## src/hw/rtl/dnsqp_pkg.sv

```systemverilog
// Shared types and constants for the DNS question parser.
package dnsqp_pkg;

   localparam int MaxNameDefault = 128;
   localparam int HeaderLast     = 11;
   localparam int FlagsPos       = 2;
   localparam int CountHiPos     = 4;
   localparam int CountLoPos     = 5;
   localparam int TailBytes      = 4;
   localparam logic [7:0] DotChar = 8'h2e;

   typedef enum logic [2:0] {
      ST_OK    = 3'd0,
      ST_SHORT = 3'd1,
      ST_NOTQ  = 3'd2,
      ST_COUNT = 3'd3,
      ST_TRUNC = 3'd4,
      ST_LONG  = 3'd5
   } status_type;

   typedef struct packed {
      logic       char_valid;
      logic [7:0] name_char;
      logic       done_res;
      status_type status;
      logic [15:0] query_type;
      logic [15:0] query_class;
      logic [6:0] name_length;
   } result_type;

endpackage

```

## src/hw/rtl/dns_question_parser.sv

```systemverilog
// DNS question parser: header check, label walk and question result per message.
//
// Usage: a DNS message enters one byte per beat on the req_ channel, header
// first, with req_tlast on its final byte. Each name character (and a dot
// before every label after the first) leaves as a beat on the rsp_ channel
// with rsp_tuser high. The final byte always yields one beat with rsp_tlast
// high that carries the status and, when the status is ok, the name length,
// type and class. Bytes after the question yield nothing.
// Throughput: one byte per cycle sustained while the receiver keeps up; the parse
// state advances in a single combinational step per byte from the input to the result register.
// A two-entry output queue (result register plus skid register) decouples
// the sides: when the receiver stalls, one more result is absorbed and
// req_tready falls only while both entries are full.
// After the final byte the parser returns to its reset state, ready for the
// next message. Synchronous reset clears the parse state and empties the
// output queue.
module dns_question_parser #(
   parameter int MAX_NAME = dnsqp_pkg::MaxNameDefault
) (
   input  logic        clock,
   input  logic        reset,
   input  logic        req_tvalid,
   output logic        req_tready,
   input  logic [7:0]  req_tdata,   // packet_byte[7:0]
   input  logic        req_tlast,   // last_byte
   output logic        rsp_tvalid,
   input  logic        rsp_tready,
   // name_char[7:0], status[10:8], query_type[26:11], query_class[42:27],
   // name_length[49:43], zero[55:50]
   output logic [55:0] rsp_tdata,
   output logic        rsp_tuser,   // char_valid
   output logic        rsp_tlast    // done_res
);
   import dnsqp_pkg::*;

   typedef enum logic [2:0] {
      PH_HEADER,
      PH_LEN,
      PH_DATA,
      PH_TAIL,
      PH_IDLE
   } phase_type;

   localparam logic [8:0] MaxName9 = 9'(MAX_NAME);
   localparam logic [7:0] MaxName8 = 8'(MAX_NAME);

   phase_type  parse_phase_ff, parse_phase_in;
   logic [3:0] header_position_ff, header_position_in;
   logic [7:0] label_remaining_ff, label_remaining_in;
   logic [7:0] chars_so_far_ff, chars_so_far_in;
   logic       seen_label_ff, seen_label_in;
   logic [15:0] question_count_ff, question_count_in;
   logic       response_flag_ff, response_flag_in;
   logic [2:0] tail_count_ff, tail_count_in;
   logic [15:0] type_word_ff, type_word_in;
   logic [15:0] class_word_ff, class_word_in;
   status_type pending_error_ff, pending_error_in;

   result_type out_ff, out_in, skid_ff, skid_in, res;
   logic       out_valid_ff, out_valid_in, skid_valid_ff, skid_valid_in;

   logic       accept, pop, push, emit, dot_block;
   logic [7:0] ch;
   status_type fin_status;
   logic [7:0] label_dec;

   assign req_tready = !skid_valid_ff;
   assign accept     = req_tvalid && req_tready;
   assign pop        = out_valid_ff && rsp_tready;
   assign label_dec  = label_remaining_ff - 8'd1;

   always_comb begin
      parse_phase_in     = parse_phase_ff;
      header_position_in = header_position_ff;
      label_remaining_in = label_remaining_ff;
      chars_so_far_in    = chars_so_far_ff;
      seen_label_in      = seen_label_ff;
      question_count_in  = question_count_ff;
      response_flag_in   = response_flag_ff;
      tail_count_in      = tail_count_ff;
      type_word_in       = type_word_ff;
      class_word_in      = class_word_ff;
      pending_error_in   = pending_error_ff;
      emit               = 1'b0;
      ch                 = 8'd0;
      dot_block          = 1'b0;
      unique case (parse_phase_ff)
         PH_HEADER: begin
            if (header_position_ff == 4'(FlagsPos)) begin
               response_flag_in = req_tdata[7];
            end else if (header_position_ff == 4'(CountHiPos)) begin
               question_count_in = {req_tdata, 8'd0};
            end else if (header_position_ff == 4'(CountLoPos)) begin
               question_count_in = {question_count_ff[15:8], req_tdata};
            end
            if (header_position_ff >= 4'(HeaderLast)) begin
               if (response_flag_ff) begin
                  pending_error_in = ST_NOTQ;
                  parse_phase_in   = PH_IDLE;
               end else if (question_count_ff != 16'd1) begin
                  pending_error_in = ST_COUNT;
                  parse_phase_in   = PH_IDLE;
               end else begin
                  parse_phase_in = PH_LEN;
               end
            end else begin
               header_position_in = header_position_ff + 4'd1;
            end
         end
         PH_LEN: begin
            if (req_tdata == 8'd0) begin
               parse_phase_in = PH_TAIL;
               tail_count_in  = 3'd0;
            end else begin
               if (seen_label_ff) begin
                  if (chars_so_far_ff >= MaxName8) begin
                     pending_error_in = ST_LONG;
                     parse_phase_in   = PH_IDLE;
                     dot_block        = 1'b1;
                  end else begin
                     chars_so_far_in = chars_so_far_ff + 8'd1;
                     emit            = 1'b1;
                     ch              = DotChar;
                  end
               end
               if (!dot_block) begin
                  seen_label_in      = 1'b1;
                  label_remaining_in = req_tdata;
                  parse_phase_in     = PH_DATA;
                  if ({1'b0, chars_so_far_in} + {1'b0, req_tdata} >= MaxName9) begin
                     pending_error_in = ST_LONG;
                     emit             = 1'b0;
                  end
               end
            end
         end
         PH_DATA: begin
            if (pending_error_ff == ST_OK) begin
               emit            = 1'b1;
               ch              = req_tdata;
               chars_so_far_in = chars_so_far_ff + 8'd1;
            end
            label_remaining_in = label_dec;
            if (label_dec == 8'd0) begin
               parse_phase_in = (pending_error_ff != ST_OK) ? PH_IDLE : PH_LEN;
            end
         end
         PH_TAIL: begin
            if (tail_count_ff < 3'd2) begin
               type_word_in = {type_word_ff[7:0], req_tdata};
            end else begin
               class_word_in = {class_word_ff[7:0], req_tdata};
            end
            tail_count_in = tail_count_ff + 3'd1;
            if (tail_count_in >= 3'(TailBytes)) begin
               parse_phase_in = PH_IDLE;
            end
         end
         default: begin
         end
      endcase

      priority if (parse_phase_ff == PH_HEADER) begin
         fin_status = ST_SHORT;
      end else if (parse_phase_in == PH_IDLE) begin
         fin_status = pending_error_in;
      end else begin
         fin_status = ST_TRUNC;
      end

      res = '0;
      if (req_tlast) begin
         res.done_res = 1'b1;
         res.status   = fin_status;
         if (fin_status == ST_OK) begin
            res.query_type  = type_word_in;
            res.query_class = class_word_in;
            res.name_length = (chars_so_far_in > 8'd127) ? 7'd127 : chars_so_far_in[6:0];
         end
         parse_phase_in     = PH_HEADER;
         header_position_in = 4'd0;
         label_remaining_in = 8'd0;
         chars_so_far_in    = 8'd0;
         seen_label_in      = 1'b0;
         question_count_in  = 16'd0;
         response_flag_in   = 1'b0;
         tail_count_in      = 3'd0;
         type_word_in       = 16'd0;
         class_word_in      = 16'd0;
         pending_error_in   = ST_OK;
      end else begin
         res.char_valid = emit;
         res.name_char  = emit ? ch : 8'd0;
      end
      push = accept && (req_tlast || emit);
   end

   // two-entry output queue; push never meets a full skid since tready gates it
   always_comb begin
      out_in        = out_ff;
      skid_in       = skid_ff;
      out_valid_in  = out_valid_ff;
      skid_valid_in = skid_valid_ff;
      if (!out_valid_ff || pop) begin
         if (skid_valid_ff) begin
            out_in        = skid_ff;
            out_valid_in  = 1'b1;
            skid_valid_in = 1'b0;
            if (push) begin
               skid_in       = res;
               skid_valid_in = 1'b1;
            end
         end else begin
            out_in       = res;
            out_valid_in = push;
         end
      end else if (push) begin
         skid_in       = res;
         skid_valid_in = 1'b1;
      end
   end

   always_ff @(posedge clock) begin
      if (reset) begin
         parse_phase_ff     <= PH_HEADER;
         header_position_ff <= 4'd0;
         label_remaining_ff <= 8'd0;
         chars_so_far_ff    <= 8'd0;
         seen_label_ff      <= 1'b0;
         question_count_ff  <= 16'd0;
         response_flag_ff   <= 1'b0;
         tail_count_ff      <= 3'd0;
         type_word_ff       <= 16'd0;
         class_word_ff      <= 16'd0;
         pending_error_ff   <= ST_OK;
         out_valid_ff       <= 1'b0;
         skid_valid_ff      <= 1'b0;
      end else begin
         if (accept) begin
            parse_phase_ff     <= parse_phase_in;
            header_position_ff <= header_position_in;
            label_remaining_ff <= label_remaining_in;
            chars_so_far_ff    <= chars_so_far_in;
            seen_label_ff      <= seen_label_in;
            question_count_ff  <= question_count_in;
            response_flag_ff   <= response_flag_in;
            tail_count_ff      <= tail_count_in;
            type_word_ff       <= type_word_in;
            class_word_ff      <= class_word_in;
            pending_error_ff   <= pending_error_in;
         end
         out_valid_ff  <= out_valid_in;
         skid_valid_ff <= skid_valid_in;
      end
      out_ff  <= out_in;
      skid_ff <= skid_in;
   end

   assign rsp_tvalid = out_valid_ff;
   assign rsp_tuser  = out_ff.char_valid;
   assign rsp_tlast  = out_ff.done_res;
   assign rsp_tdata  = {6'd0, out_ff.name_length, out_ff.query_class, out_ff.query_type,
                        out_ff.status, out_ff.name_char};

   a_skid_implies_out: assert property (@(posedge clock) disable iff (reset)
      skid_valid_ff |-> out_valid_ff)
      else $error("skid entry held while result register empty");

   a_last_restarts: assert property (@(posedge clock) disable iff (reset)
      accept && req_tlast |=> parse_phase_ff == PH_HEADER && header_position_ff == 4'd0)
      else $error("parser did not restart after final byte");

   a_char_not_done: assert property (@(posedge clock) disable iff (reset)
      rsp_tvalid |-> !(out_ff.char_valid && out_ff.done_res))
      else $error("character and final result in one beat");

   a_err_no_len: assert property (@(posedge clock) disable iff (reset)
      rsp_tvalid && out_ff.status != ST_OK |-> out_ff.name_length == 7'd0)
      else $error("name length reported with error status");

   a_data_nonzero: assert property (@(posedge clock) disable iff (reset)
      parse_phase_ff == PH_DATA |-> label_remaining_ff != 8'd0)
      else $error("label data phase with nothing left");

endmodule
```

## config.mk

```make
export PLATFORM = sky130hd
export DESIGN_NAME = dns_question_parser
export DESIGN_NICKNAME = d
export VERILOG_FILES = /design/src/hw/rtl/dnsqp_pkg.sv /design/src/hw/rtl/dns_question_parser.sv
export SDC_FILE = /design/constraint.sdc
export NUM_CORES = 1
export LEC_CHECK = 0
export ABC_AREA = 1
export BUFFER_PORTS_ARGS = -buffer_cell sky130_fd_sc_hd__buf_2
export CORE_MARGIN = 2
export CORE_UTILIZATION = 55
export CTS_CLUSTER_SIZE = 12
export DETAILED_ROUTE_END_ITERATION = 10
export PLACE_DENSITY = 0.76
export SLEW_MARGIN = 20
export SYNTH_ARGS = -nofsm -noshare
export SYNTH_HDL_FRONTEND = slang
export SYNTH_SLANG_ARGS = --single-unit
```

## constraint.sdc

```tcl
create_clock -name clock -period 6.4 [get_ports clock]
set_clock_uncertainty 0.15 [all_clocks]
set_input_delay 0.32 -clock clock [delete_from_list [all_inputs] [get_ports clock]]
set_output_delay 0.32 -clock clock [all_outputs]
set_load 0.02 [all_outputs]
```

=== Word-level counts from Yosys, hierarchy flattened ===
Cells that the tools add are included.

* Flip-flop bits (word level): 185
* Latch bits: 0
* Bits in writable memories: 0
* Bits in read-only memories: 0
* Input bits: 13
* Output and inout port bits: 60
* Logic and storage cells: 173
* Memories kept: 0

* Add/subtract/negate cells: 5
* Multipliers: 0
* Divide/modulo/power cells: 0
* Magnitude comparators: 6
* Equality and inequality tests: 16
* Shift-type cells: 0
* Muxes and demuxes: 90
* Bitwise gates (word level): 0
* Reduce and logical (&&, ||, !) cells: 28

{| class="wikitable"
|+ Operators by type and width
! operator !! number
|-
| $mux W52 || 4
|-
| $mux W16 || 10
|-
| $mux W8 || 13
|-
| $mux W3 || 24
|-
| $pmux W8 S2 || 3
|-
| $mux W43 || 1
|-
| $mux W39 || 1
|-
| $mux W1 || 22
|-
| $mux W6 || 3
|-
| $logic_not A8 Y1 || 2
|-
| $ne A16 B1 Y1 const B || 1
|-
| $reduce_and A4 Y1 || 4
|-
| $mux W4 || 3
|-
| $pmux W3 S2 || 2
|-
| $pmux W3 S4 || 1
|-
| $reduce_bool A3 Y1 || 4
|-
| $ne A2 B2 Y1 const B || 5
|-
| $reduce_bool A2 Y1 || 5
|-
| $add A8 B8 Y9 || 1
|-
| $ge A9 B8 Y1 const B || 1
|-
| $logic_not A3 Y1 || 3
|-
| $mux W9 || 1
|-
| $ne A3 B3 Y1 const B || 3
|-
| $reduce_and A3 Y1 || 3
|-
| other kinds (19) || 25
|}

=== Logic depth before layout (Yosys ltp) ===
* Word-level depth: 19
* Gate-level depth with buffers: 21

=== Worst setup path before layout ===
Ideal clock, no wire load.

* Path type: reg-to-reg
* Start: register, netlist name chars_so_far_ff[0]
* End: register skid_ff[0] (netlist bit), enable pin
* Setup time: 0.462 ns
* Arrival: 4.273 ns
* Required time: 5.788 ns
* Setup slack: 1.515 ns
* Stages on the path, launching flop included: 15
* Period minus slack after synthesis: 4.885 ns
* Cell sequence: dfxtp_1 ha_1 nand3_1 nor3_1 xnor2_1 o21ai_0 ha_1 a21o_1 nor2_1 nand2_1 nand2_1 nand4_1 nand2_1 o21ai_0 nor2_1

{| class="wikitable"
|+ RTL lines
! item !! RTL line !! text
|-
| end signal, assigned || dns_question_parser.sv:256 || <nowiki>skid_ff <= skid_in;</nowiki>
|-
| end, declared || dns_question_parser.sv:59 || <nowiki>result_type out_ff, out_in, skid_ff, skid_in, res;</nowiki>
|}

=== Worst setup path after layout ===
* Start: register seen_label_ff
* End: register out_ff, in the netlist rsp_tdata[43] (data pin)

* Cells in the longest elaborated chain, start to end: 15
* Elaborated cells on any way between the ends: 28

{| class="wikitable"
|+ RTL lines
! item !! RTL line !! text
|-
| start, declared || dns_question_parser.sv:51 || <nowiki>logic seen_label_ff, seen_label_in;</nowiki>
|-
| start signal, assigned || dns_question_parser.sv:244 || <nowiki>seen_label_ff <= seen_label_in;</nowiki>
|-
| $mux W8 || dns_question_parser.sv:115 || <nowiki>if (seen_label_ff) begin</nowiki>
|-
| $mux W8 || dns_question_parser.sv:111 || <nowiki>if (req_tdata == 8'd0) begin</nowiki>
|-
| $mux W8 || dns_question_parser.sv:87 || <nowiki>unique case (parse_phase_ff)</nowiki>
|-
| $add A8 B8 Y9 || dns_question_parser.sv:130 || <nowiki>if ({1'b0, chars_so_far_in} + {1'b0, req_tdata} >= MaxName9) begin</nowiki>
|-
| $ge A9 B8 Y1 || dns_question_parser.sv:130 ||
|-
| $mux W3 || dns_question_parser.sv:130 ||
|-
| $mux W3 || dns_question_parser.sv:126 || <nowiki>if (!dot_block) begin</nowiki>
|-
| $mux W3 || dns_question_parser.sv:111 ||
|-
| $pmux W3 S2 || dns_question_parser.sv:87 ||
|-
| $mux W3 || dns_question_parser.sv:165 || <nowiki>end else if (parse_phase_in == PH_IDLE) begin</nowiki>
|-
| $mux W3 || dns_question_parser.sv:163 || <nowiki>priority if (parse_phase_ff == PH_HEADER) begin</nowiki>
|-
| $logic_not A3 Y1 || dns_question_parser.sv:175 || <nowiki>if (fin_status == ST_OK) begin</nowiki>
|-
| $mux W39 (*) || dns_question_parser.sv:175 ||
|-
| $mux W43 (*) || dns_question_parser.sv:172 || <nowiki>if (req_tlast) begin</nowiki>
|-
| $mux W52 (*) || dns_question_parser.sv:205 || <nowiki>if (skid_valid_ff) begin</nowiki>
|-
| end signal, assigned || dns_question_parser.sv:255 || <nowiki>out_ff <= out_in;</nowiki>
|-
| end, declared || dns_question_parser.sv:59 ||
|}

Mark *: on every way between the ends. The rest lies on a longest branch, timed or not. The select of a mux whose other input is x is not followed.
A chain may end at the register's enable or synchronous reset.

==> run_results.csv <==
group,metric,value,unit
timing,relSlewSlack,31.74,%
pwr,power.density,231.8,mW/mm²
layout,final_layout_size_suffix_gt1_share,17.12,%
timing,rsz0062_at_grt,"false",
setup_path,cpPeakStageDelay,640,ps
global_route,use_met2,40.57,%
die,fp.coreArea,0.01730,mm²
layout,fin_area,0.01072,mm²
timing,tightest_slew,1018,ps
die,start_util,56.22,%
global_route,busiest_layer,"met2",
synthesis,synthFlopType,"edfxtp_1",
global_route,grt_pass1_wl,36.58,mm
cts,post_cts_resized,0,
min_path,min_path_cells,3,
setup_path,cp_data_required_time,6550,ps
routing,wl_per_cell,15.65,µm
cts,ctsHoldBuffers,0,
timing,finalCritPeriodShare,64.70,%
pwr,p_leak,4.578,nW
placed_design,dp_hpwl,14.29,mm
die,rows,48,
min_path,hold_class,"input port to flop",
global_route,grt_overflow,0,
routing,drc,0,
synthesis,synthDistinctLibCells,49,
layout,area_growth,10.19,%
min_path,whs_endpoint,"question_count_ff[15]",
cts,ctsHtreeMaxLevel,4,
synthesis,synth-seq-area-share,48.79,%
synthesis,synthArstFlopShare,0,%
setup_path,critPathLaunchType,"flop",
timing,clock.fmax,241.5,MHz
die,die_area,0.01876,mm²
cts,cts_tree,"built",
pwr,peakVddDrop,0.0001796,V
timing,fin_tns_setup,0,ps
cts,clkLatencyLatePin,440,ps
layout,n_antenna_cell,0,
setup_path,regToRegSetupSlack,2260,ps
layout,final_nets,1234,
timing,final-hold-violation-count,0,
cts,cts_setup_buffers,0,
routing,drt_iter0_drc,670,
cts,cts_made_buffers,17,
routing,ant_nets,0,
synthesis,synthesis.area,0.009724,mm²
placed_design,place_area,0.01010,mm²
die,io_pins,73,
global_route,grt_util_all_layers,25.11,%
setup_path,crit_start,"seen_label_ff",
global_route,met1_usage,34.19,%
global_route,grt_max_degree,83,
routing,via_per_inst,5.522,
min_path,hp-start,"req_tdata[7]",
layout,seq_area,0.004746,mm²
setup_path,crit_fanout,35,
placed_design,place_congestion,0.9111,
synthesis,syn_avg_cell_area,8.369,µm²
cts,numClockSinks,185,
cts,cts_buffer_depth,2,
setup_path,cpMostUsedCell,"nand2_1",
routing,drt_wl_total,22.54,mm
synthesis,syn_inst,1162,
global_route,grtUsageMet3,3.963,%
die,die_x,137.0,µm
synthesis,yosysTopAreaCellShare,32.12,%
synthesis,yosys.area.top_type,"edfxtp_1",
run,max-cap-violations,0,
die,die-height,137.0,µm
setup_path,r2r-end,"rsp_tdata[43]",
global_route,antenna_found_initial,0,
synthesis,synth_edf_count,104,
global_route,first_global_vias,7339,
synthesis,ys_warn_count,0,
timing,setup_viol,0,
synthesis,ys_ff_latch,185,
setup_path,r2r_start,"seen_label_ff",
routing,vias,7952,
cts,clk_pin_slew_worst_paths,70,ps
placed_design,io_buffers,66,
setup_path,path_class,"flop to flop",
layout,layout_commonest_cell,"nand2_1",
setup_path,arrival,4290,ps
status,status,"finished, final reports clean",
setup_path,cp-end-kind,"flop",
layout,multi_input_area,0.004136,mm²
setup_path,worstRegToRegCells,17,
timing,min_period,4141,ps
setup_path,crit_chain,"inv_1 -> nor2_1 -> clkinv_1 -> o21ai_0 -> inv_1 -> fa_1 -> o21ai_0 -> a21oi_1 -> nand4_1 -> nand3_1 -> nand2_1 -> nand2_1 -> nand2_1 -> nand4_2 -> nor2_8 -> nand3_1 -> nand2_1",
cts,cts.root.buffer_cell,"clkbuf_16",
synthesis,yosys-top-cells-area,"edfxtp_1, dfxtp_1, nand2_1, nor2_1, inv_1",
setup_path,cpMaxStageDelayCell,"nor2_8",
routing,drt_first_pass_iters,5,
timing,maxSlewViolCount,0,
layout,nFillCells,1462,
layout,final_cell_mix,"nand2_1, nor2_1, inv_1, edfxtp_1, dfxtp_1",
==> layout make-up <==
| cell class | instances | share of cell area (%) |
|---|---|---|
| Timing Repair Buffer | 75 | 3.830 |
| Sequential cell | 185 | 44.29 |
| Inverter | 147 | 5.184 |
| Clock buffer | 21 | 4.601 |
| Tap cell | 225 | 2.627 |
| Multi-Input combinational cell | 776 | 38.60 |
| Clock inverter | 11 | 0.8641 |
==> registers in the layout, indices dropped and copies added, names as in the netlist <==
register,cells
rsp_tdata,50
label_remaining_ff,8
tail_count_ff,3
pending_error_ff,3
response_flag_ff,1
rsp_tlast,1
seen_label_ff,1
type_word_ff,16
class_word_ff,16
question_count_ff,16
parse_phase_ff,3
skid_ff,52
skid_valid_ff,1
rsp_tuser,1
rsp_tvalid,1
chars_so_far_ff,8
header_position_ff,4
==> routing by layer <==
| layer | vias up | routed length (µm) |
|---|---|---|
| met1 | 3735 | 10100 |
| met5 | - | 0 |
| met4 | 0 | 609 |
| met3 | 51 | 1341 |
| li1 | 3910 | - |
| met2 | 256 | 10480 |
==> critical path, delay by kind of cell, from the launching register on <==
kind / cells / cell delay [ps]
fa+ha+maj: 1 / 400
compound gates: 3 / 770
buf+inv: 3 / 490
simple gates: 10 / 1850
flops: 1 / 330
==> how the worst max path moves through the flow <==
stage                         end  slack [ps]
floorplan              skid_ff[0]        1510
global placement       skid_ff[7]        2270
detailed placement     skid_ff[7]        2160
CTS                   skid_ff[24]        2150
global route        rsp_tdata[43]        1940
finish              rsp_tdata[43]        2260
==> where the power goes <==
group	leakage, nW	internal [mW]	switching (mW)	total (mW)
Combinational	2.48	0.0380	0.120	0.159
Clock	0.290	0.566	0.479	1.04
Sequential	1.81	1.27	0.0109	1.28
Total	4.58	1.87	0.610	2.48
==> synthesized netlist by cell type, types with 6 or more instances <==
cell,instances
a211oi_1,6
a21oi_1,70
buf_4,9
clkbuf_1,42
dfxtp_1,81
edfxtp_1,104
ha_1,18
inv_1,132
inv_2,11
nand2_1,269
nand3_1,38
nand3_2,32
nand4_1,8
nor2_1,133
nor3_1,12
nor3_2,31
o211ai_1,8
o21ai_0,69
o22ai_1,32
xor2_1,6
==> kinds of logic (layout without fill, tap and decap cells) <==
kind of cell	Yosys count	in the layout	synth area share, %
compound gates	200	200	11.66
other cells	1	6	0.03856
flops	185	185	48.79
buf+inv	206	254	9.084
simple gates	543	543	27.19
xor+xnor	8	8	0.7206
fa+ha+maj	19	19	2.522
==> through the flow <==
stage | worst slack [ps] | util, % | total power, mW | cells | hold slack, ps
floorplan | 1515 | - | 1.412 | 1167 | 268.9
global placement | 2265 | 58.41 | 1.461 | 1407 | 302.5
detailed placement | 2155 | 58.41 | 1.463 | 1407 | 310.3
CTS | 2153 | 61.79 | 2.488 | 1439 | 123.5
global route | 1937 | 61.95 | 2.561 | 1440 | 131.7
finish | 2259 | 61.95 | 2.484 | 1440 | 120.4
(Power assumes the default switching activity.)
